**config.mk**
```make
export PLATFORM = sky130hd
export DESIGN_NAME = sra_div_slot
export DESIGN_NICKNAME = d
export VERILOG_FILES = /design/src/rtl/subarray_region_address_defines.svh /design/src/rtl/sra_pkg.sv /design/src/rtl/sra_div_slot.sv
export SDC_FILE = /design/constraint.sdc
export NUM_CORES = 2
export LEC_CHECK = 0
export BUFFER_PORTS_ARGS = -buffer_cell sky130_fd_sc_hd__buf_4
export CORE_UTILIZATION = 35
export DETAILED_ROUTE_END_ITERATION = 16
export GPL_TIMING_DRIVEN = 0
export HOLD_SLACK_MARGIN = 0.12
export PLACE_DENSITY = 0.55
export SYNTH_ARGS = -nofsm -noshare
export SYNTH_HDL_FRONTEND = slang
export SYNTH_SLANG_ARGS = --single-unit
```
**constraint.sdc**
```tcl
create_clock -name i_clk -period 15.16 [get_ports i_clk]
set_clock_uncertainty 0.15 [all_clocks]
set_input_delay 0.758 -clock i_clk [delete_from_list [all_inputs] [get_ports i_clk]]
set_output_delay 0.758 -clock i_clk [all_outputs]
set_load 0.02 [all_outputs]
```
**src/rtl/subarray_region_address_defines.svh**
```systemverilog
// Assertion macros for the subarray region address RTL.
`ifndef SUBARRAY_REGION_ADDRESS_DEFINES_SVH
`define SUBARRAY_REGION_ADDRESS_DEFINES_SVH

`ifndef SYNTHESIS
// Flag any cycle at which expr holds.
`define SRA_ASSERT_NEVER(lbl, clk, rst_n, expr) \
    lbl: assert property (@(posedge clk) disable iff (!rst_n) !(expr)) \
        else $error("sra: forbidden condition seen");
// Require b in the cycle after a.
`define SRA_ASSERT_NEXT(lbl, clk, rst_n, a, b) \
    lbl: assert property (@(posedge clk) disable iff (!rst_n) (a) |=> (b)) \
        else $error("sra: expected follow-up missing");
`else
`define SRA_ASSERT_NEVER(lbl, clk, rst_n, expr)
`define SRA_ASSERT_NEXT(lbl, clk, rst_n, a, b)
`endif

`endif

```
**src/rtl/sra_pkg.sv**
```systemverilog
// Types, constants and helper functions of the subarray region address generator.
package sra_pkg;

    localparam int MAX_DIMS   = 4;
    localparam int DIM_BITS   = 16;
    localparam int IDX_W      = 48;
    localparam int OFF_W      = 64;
    localparam int RUN_W      = 32;
    localparam int EXT_W      = 16;
    localparam int DCNT_W     = 3;
    localparam int CFG_DATA_W = 64;
    localparam int CFG_IDX_W  = 3;
    localparam int DIV_STEP   = 4;
    localparam int DIV_STAGES = (IDX_W + DIV_STEP - 1) / DIV_STEP;
    localparam int N_W        = $clog2(MAX_DIMS + 1);
    localparam int DIM_IDX_W  = (MAX_DIMS > 1) ? $clog2(MAX_DIMS) : 1;

    typedef enum logic [CFG_IDX_W-1:0] {
        REG_DIM_COUNT    = 3'd0,
        REG_COLUMN_MAJOR = 3'd1,
        REG_ELEM_EXTENT  = 3'd2,
        REG_FULL_SIZES   = 3'd3,
        REG_SUB_SIZES    = 3'd4,
        REG_START_OFFS   = 3'd5
    } t_reg_idx;

    // Every size field set to one.
    function automatic logic [CFG_DATA_W-1:0] sizes_reset();
        logic [CFG_DATA_W-1:0] v;
        v = '0;
        for (int d = 0; d < MAX_DIMS; d++) begin
            if (d * DIM_BITS < CFG_DATA_W) begin
                v[d * DIM_BITS] = 1'b1;
            end
        end
        return v;
    endfunction

    localparam logic [CFG_DATA_W-1:0] SIZES_RESET = sizes_reset();

    typedef struct packed {
        logic [N_W-1:0]        n;
        logic                  col;
        logic [EXT_W-1:0]      ext;
        logic [CFG_DATA_W-1:0] full;
        logic [CFG_DATA_W-1:0] sub;
        logic [CFG_DATA_W-1:0] start;
    } t_cfg;

    typedef struct packed {
        logic [IDX_W-1:0]                   q;
        logic [MAX_DIMS-1:0][DIM_BITS-1:0]  dig;
        logic                               zero;
    } t_item;

    typedef struct packed {
        logic                               inr;
        logic [MAX_DIMS-1:0][DIM_BITS-1:0]  dig;
        logic [OFF_W-1:0]                   off;
    } t_hitem;

    typedef struct packed {
        logic [OFF_W-1:0] off;
        logic [RUN_W-1:0] run;
        logic             inr;
    } t_res;

    function automatic logic [DIM_BITS-1:0] dim_field(logic [CFG_DATA_W-1:0] p,
                                                      logic [DIM_IDX_W-1:0] d);
        int sh;
        sh = int'(d) * DIM_BITS;
        if (sh >= CFG_DATA_W) begin
            return '0;
        end
        return DIM_BITS'(p >> sh);
    endfunction

    // Dimension split by division slot k: fastest-varying non-contiguous first.
    function automatic logic [DIM_IDX_W-1:0] div_dim(logic [N_W-1:0] n, logic col,
                                                     logic [DIM_IDX_W-1:0] k);
        int v;
        v = col ? int'(k) : (int'(n) - 1 - int'(k));
        return DIM_IDX_W'(v);
    endfunction

    // Dimension folded by Horner step k: slowest first, contiguous last.
    function automatic logic [DIM_IDX_W-1:0] horner_dim(logic [N_W-1:0] n, logic col,
                                                        logic [DIM_IDX_W-1:0] k);
        int v;
        v = col ? (int'(n) - 1 - int'(k)) : int'(k);
        return DIM_IDX_W'(v);
    endfunction

endpackage

```
**src/rtl/sra_div_slot.sv**
```systemverilog
// One mixed-radix split: pipelined restoring divide of the index by a sub size.
module sra_div_slot (
    input  logic                       i_clk,
    input  logic                       i_rst_n,
    input  logic                       i_en,
    input  logic [sra_pkg::DIM_IDX_W-1:0] i_slot,
    input  sra_pkg::t_cfg              i_cfg,
    input  logic                       i_v,
    input  sra_pkg::t_item             i_item,
    output logic                       o_v,
    output sra_pkg::t_item             o_item
);

    localparam int LAST = sra_pkg::DIV_STAGES - 1;

    logic                                 act;
    logic [sra_pkg::DIM_IDX_W-1:0]        dsel;
    logic [sra_pkg::DIM_BITS-1:0]         dvs;

    logic                                 r_v   [sra_pkg::DIV_STAGES];
    sra_pkg::t_item                       r_it  [sra_pkg::DIV_STAGES];
    logic [sra_pkg::IDX_W-1:0]            r_w   [sra_pkg::DIV_STAGES];
    logic [sra_pkg::DIM_BITS-1:0]         r_rem [sra_pkg::DIV_STAGES];

    always_comb begin
        act  = int'(i_slot) < int'(i_cfg.n);
        dsel = sra_pkg::div_dim(i_cfg.n, i_cfg.col, i_slot);
        dvs  = sra_pkg::dim_field(i_cfg.sub, dsel);
    end

    for (genvar s = 0; s < sra_pkg::DIV_STAGES; s++) begin : g_st
        logic                         v_in;
        sra_pkg::t_item               it_in;
        logic [sra_pkg::IDX_W-1:0]    w_in;
        logic [sra_pkg::IDX_W-1:0]    n_w;
        logic [sra_pkg::DIM_BITS-1:0] rem_in;
        logic [sra_pkg::DIM_BITS-1:0] n_rem;
        logic [sra_pkg::DIM_BITS:0]   t;

        if (s == 0) begin : g_first
            assign v_in   = i_v;
            assign it_in  = i_item;
            assign w_in   = i_item.q;
            assign rem_in = '0;
        end else begin : g_next
            assign v_in   = r_v[s-1];
            assign it_in  = r_it[s-1];
            assign w_in   = r_w[s-1];
            assign rem_in = r_rem[s-1];
        end

        // Shift in a few dividend bits, subtract where the divisor fits.
        always_comb begin
            n_w   = w_in;
            n_rem = rem_in;
            t     = '0;
            for (int b = 0; b < sra_pkg::DIV_STEP; b++) begin
                if (s * sra_pkg::DIV_STEP + b < sra_pkg::IDX_W) begin
                    t   = {n_rem, n_w[sra_pkg::IDX_W-1]};
                    n_w = {n_w[sra_pkg::IDX_W-2:0], 1'b0};
                    if (t >= {1'b0, dvs}) begin
                        t      = t - {1'b0, dvs};
                        n_w[0] = 1'b1;
                    end
                    n_rem = t[sra_pkg::DIM_BITS-1:0];
                end
            end
        end

        always_ff @(posedge i_clk) begin
            if (!i_rst_n) begin
                r_v[s] <= 1'b0;
            end else if (i_en) begin
                r_v[s] <= v_in;
            end
        end

        always_ff @(posedge i_clk) begin
            if (i_en) begin
                r_it[s]  <= it_in;
                r_w[s]   <= n_w;
                r_rem[s] <= n_rem;
            end
        end
    end

    // Commit the split; a zero divisor passes the quotient and empties the range.
    always_comb begin
        o_v    = r_v[LAST];
        o_item = r_it[LAST];
        if (act) begin
            if (dvs != '0) begin
                o_item.q         = r_w[LAST];
                o_item.dig[dsel] = r_rem[LAST];
            end else begin
                o_item.zero = 1'b1;
            end
        end
    end

endmodule

```
---- Word-level counts from Yosys, hierarchy flattened ----
Memories as Yosys holds them, arrays and structs flattened.
Index checks and enable logic that the tools add are counted.
word-level totals
  register bits after elaboration ......... 0
  bits in writable memories ............... 2136
  input port bits ......................... 331
  output and inout port bits .............. 114
  logic and storage cells ................. 244
  memories kept ........................... 4
cells by class
  $add $sub $neg .......................... 50
  $lt $le $gt $ge ......................... 52
  shift operators ......................... 1
  mux-type cells .......................... 123
  bitwise gates (word level) .............. 12
  reduce and logical (&&, ||, !) cells .... 2
memory list
  memory  depth  width  read ports  clocked after memory_dff  wr ports  line                text
  r_it    12     113    12          0                         12        sra_div_slot.sv:21  sra_pkg::t_item r_it [sra_pkg::DIV_STAGES];
  r_w     12     48     12          0                         12        sra_div_slot.sv:22  logic [sra_pkg::IDX_W-1:0] r_w [sra_pkg::DIV_STAGES];
  r_rem   12     16     12          0                         12        sra_div_slot.sv:23  logic [sra_pkg::DIM_BITS-1:0] r_rem [sra_pkg::DIV_STAGES];
  r_v     12     1      12          0                         12        sra_div_slot.sv:20  logic r_v [sra_pkg::DIV_STAGES];
operator list
  operator                                                           count
  two-way mux 16 bit                                                 51
  greater-or-equal comparator 17 x 16 -> 1 bit                       47
  subtractor 16 bit                                                  47
  two-way mux 113 bit                                                1
  two-way mux 112 bit                                                1
  two-way mux 1 bit                                                  67
  bitwise mux 64 bit                                                 1
  >> shifter 64 x 6 -> 16 bit                                        1
  demux 16 bit (select 2 bit)                                        1
  greater-or-equal comparator 1 x 16 -> 1 bit                        1
  nonzero test 16 bit                                                1
  subtractor 1 x 16 -> 16 bit                                        1
  OR 1 bit                                                           12
  greater-or-equal comparator 6 x 7 -> 1 bit, second input constant  1
  < comparator 2 x 3 -> 1 bit                                        1
  < comparator 2 x 3 -> 1 bit, second input constant                 1
  greater-or-equal comparator 2 x 1 -> 1 bit, second input constant  1
  two-way mux 2 bit                                                  1
  subtractor 2 x 1 -> 2 bit, second input constant                   1
  subtractor 2 bit                                                   1
  logical AND 1 bit                                                  1

---- Longest topological paths before layout ----
  depth after elaboration ................. 14
  gate-level depth with buffers ........... 68

---- Least setup slack after synthesis ----
No wires, ideal clock.
  path kind ............................... input-to-reg
  from .................................... input port i_cfg[210] (netlist bit)
  to ...................................... memory r_rem[2][23] (netlist bit) (data pin)
  library setup time ...................... 0.260 ns
  data arrival time ....................... 15.961 ns
  required time ........................... 14.750 ns
  slack ................................... -1.211 ns
  cell stages on the path ................. 63
  cell sequence ........................... inv_1 ha_1 xnor2_1 o21ai_1 buf_2 buf_1 nor2_1 nor2_1 o21ai_0 ha_1 a21o_1 a21o_1 a21o_1 a21o_1 a221oi_1 o31ai_1 clkbuf_1 clkbuf_1 (+27 left out) nand2_1 o21ai_0 ha_1 nor2b_1 o21ai_0 a21boi_0 o21ai_0 a21boi_0 o21ai_0 a21oi_1 o41ai_1 a21oi_1 o21ai_0 a21oi_1 nor2b_1 buf_2 buf_2 mux2_2
RTL lines
  item                line                text
  start: declaration  sra_div_slot.sv:7   input sra_pkg::t_cfg i_cfg,
  end: declaration    sra_div_slot.sv:23

==> impl_metrics.json <==
{
  "synth_area_um2": 99600,
  "synthCells": 7884,
  "gp_congestion": 0.860,
  "worstPathMaxFanout": 13,
  "post_dp_cell_area_um2": 108000,
  "htree_levels": 4,
  "synth_mux_area_share_pct": 6.50,
  "grt_usage_pct": 16.6,
  "startpoint_type": "primary input",
  "drv_slew": 0,
  "grt_pass1_vias": 63300,
  "start_util_pct": 35.3,
  "syn2layout_area_growth_pct": 17.1,
  "synth_area_per_cell_um2": 12.6,
  "antenna_left": 0,
  "synth_fp_nets": 9006,
  "final_cell_count_no_fill": 12500,
  "nets": 9723,
  "tightest_slew_ps": 1140,
  "whs_ps": 232,
  "core_um2": 283000,
  "drc": 0,
  "max-slew-margin-rel_pct": 24.3,
  "cpPeakStageDelay_ps": 440,
  "cts_sinks": 1872,
  "grt_pass1_wl_um": 370000,
  "io_buffer_count": 300,
  "status": "finished, final reports clean",
  "required_ps": 15570,
  "dpl.cell_count": 12000,
  "grt_max_degree": 192,
  "yosys-top-cells-area": "edfxtp_1 56%, ha_1 9.3%, mux2_2 5.7%",
  "drt-initial-drc-count": 4444,
  "dr.pass1.iters": 5,
  "reg2reg_from": "r_rem[0][48]$_DFFE_PP_",
  "cap_violations": 0,
  "die-area_um2": 287000,
  "antenna_found_initial": 8,
  "synth_edf_count": 1871,
  "drt-total-wl_um": 245000,
  "crit_top_cell": "o21ai_0",
  "tns_ps": 0,
  "yosys.area.top_type": "edfxtp_1",
  "fin_crit_sh_pct": 94.2,
  "fp.dieW_um": 535,
  "critical_path_arrival_ps": 14700,
  "setup_viol": 0,
  "worst_path_max_delay_cell": "a311o_1",
  "synth_xor_xnor_area_share_pct": 4.71,
  "synth_top_family_by_area": "compound AO/OA/AOI/OAI gates",
  "final_area_um2": 117000,
  "hold_path_class": "reg -> reg",
  "cp-startpoint": "i_slot[1]",
  "drive_above_1_share_pct": 16.7,
  "min_from": "r_it[0][211]$_DFFE_PP_",
  "synth_seq_area_share_pct": 56.4,
  "globalRoute.totalOverflow": 0,
  "vias": 64200,
  "final-hold-violation-count": 0,
  "synth-adder-area-share_pct": 10.4,
  "clockBufferDepth": 4,
  "insertion_delay_ps": 900,
  "wire_per_inst_um": 19.5,
  "dpl.hpwl_um": 173000,
  "critical_path_class": "in -> reg",
  "numCtsBuffers": 206,
  "ios": 445,
  "clkTransAtPathRegs_ps": 60,
  "synth.ff_latch_count": 1872,
  "cts_tree": "yes",
  "synth-compound-area-share_pct": 11.4,
  "synthSimpleGateAreaFrac_pct": 8.47,
  "end_kind": "flop",
  "fmax_ghz": 0.0700,
  "yosysTopAreaCellShare_pct": 56.4,
  "ys_types": 100,
  "die_h_um": 535,
  "fillers": 26100,
  "ys_warn_count": 0,
  "routed_via_density": 5.13,
  "fin_crit_ps": 14290,
  "synthArstFlopShare_pct": 0,
  "cts-root-buf": "clkbuf_16",
  "fp-row-count": 195,
  "ys.flop_type": "edfxtp_1"
}
[per-stage QoR]
| stage | setup WS [ps] | util [%] |
|---|---|---|
| after global routing | -73.2 | 41.3 |
| after global placement | -9440 | 37.7 |
| after floorplan | 1.07 | - |
| final | 874 | 41.3 |
| after detailed placement | -3360 | 38.2 |
| after CTS | 25.2 | 41.1 |
[cells in the mapped netlist (27+ instances only)]
master    count
nor2b_1     116
nor2_1      488
nand2_1     498
or3_1        27
ha_1        744
nor4_1       36
a21boi_0     75
o21a_1       64
o21bai_1     72
mux2i_1      65
or2_2        27
clkbuf_1     80
a31oi_1      65
o21ai_0     431
xor2_1      173
buf_2        41
o31ai_1      59
o211ai_1     27
and2_1       30
a211oi_1     34
inv_1       384
nor3_1      114
and3_1       57
nand4_1     116
xnor2_1     363
nand2b_1     74
mux2_2      502
edfxtp_1   1871
nand3_1     120
a21o_1      221
fa_1         47
a21oi_1     533
[repair_timing]
item	CTS	global route
cloned	0	1
pin swaps	8	15
setup buffers	14	31
hold buffers	115	0
resized for setup	56	133
endpoints found under the hold margin	116	0
setup endpoints to repair	187	187
[worst max-delay path, delay by kind of cell]
family,cells,cell delay (ps)
buf+inv,12,2560
mux,1,290
compound gates,31,6930
simple gates,15,2430
xor+xnor,1,230
fa+ha+maj,5,1440
[worst paths after layout]
check	endpoint	slack [ps]	cells after the start
hold / removal	r_it[0][324]$_DFFE_PP_	230	0
setup reg to reg	r_rem[1][14]$_DFFE_PP_	2300	55
hold reg to reg	r_it[0][324]$_DFFE_PP_	230	0
setup / recovery	r_rem[2][7]$_DFFE_PP_	870	65
[cells in the final DEF, fill, tap and decap left out, types with 28 or more instances in the layout]
master	count
a211oi_1	32
a21boi_0	72
a21o_1	221
a21oi_1	521
a31oi_1	61
and2_1	30
and3_1	57
buf_12	28
buf_16	29
buf_2	40
buf_4	351
clkbuf_1	76
clkbuf_16	210
clkbuf_2	30
clkinv_1	36
clkinv_2	35
dlygate4sd3_1	115
edfxtp_1	1871
fa_1	47
ha_1	744
inv_1	380
mux2_2	502
mux2i_1	59
nand2_1	497
nand2b_1	74
nand3_1	120
nand4_1	116
nor2_1	486
nor2b_1	116
nor3_1	113
nor4_1	36
o21a_1	63
o21ai_0	398
o21bai_1	71
o31ai_1	56
xnor2_1	362
xor2_1	173
[routing by layer]
layer  track usage [%]  routed length (um)  up-vias
met5                 0                   0        -
met4              4.91                6770        0
met3              2.15                9740      340
met2              27.7              115000     1204
met1              22.3              113000    31300
li1                  -                   -    31400
[sequential cells by signal, indices dropped and copies added (netlist names)]
name	cells
r_it	1332
r_rem	192
r_v	12
r_w	336
[logic make-up (layout without fill, tap and decap cells)]
family,count (synthesis),after routing
xor+xnor,536,536
fa+ha+maj,804,804
mux,579,579
simple gates,1764,1764
compound gates,1793,1793
buf+inv,536,1417
other cells,0,6
flops,1872,1872
[cell type report]
cell class | count | area, um^2 | share of cell area [%]
sequential | 1872 | 56200 | 48.2
multi-input combinational | 5476 | 41800 | 35.9
clock buffer | 244 | 5360 | 4.59
timing repair buffer | 514 | 5090 | 4.36
tap | 3743 | 4680 | 4.01
inverter | 397 | 1510 | 1.30
clock inverter | 128 | 1290 | 1.11
buffer | 134 | 693 | 0.594
antenna | 6 | 15.0 | 0.0129
Power is left out: the tool's default activity adds up to more than one toggle a clock period on the data nets, which glitch-free logic cannot reach.
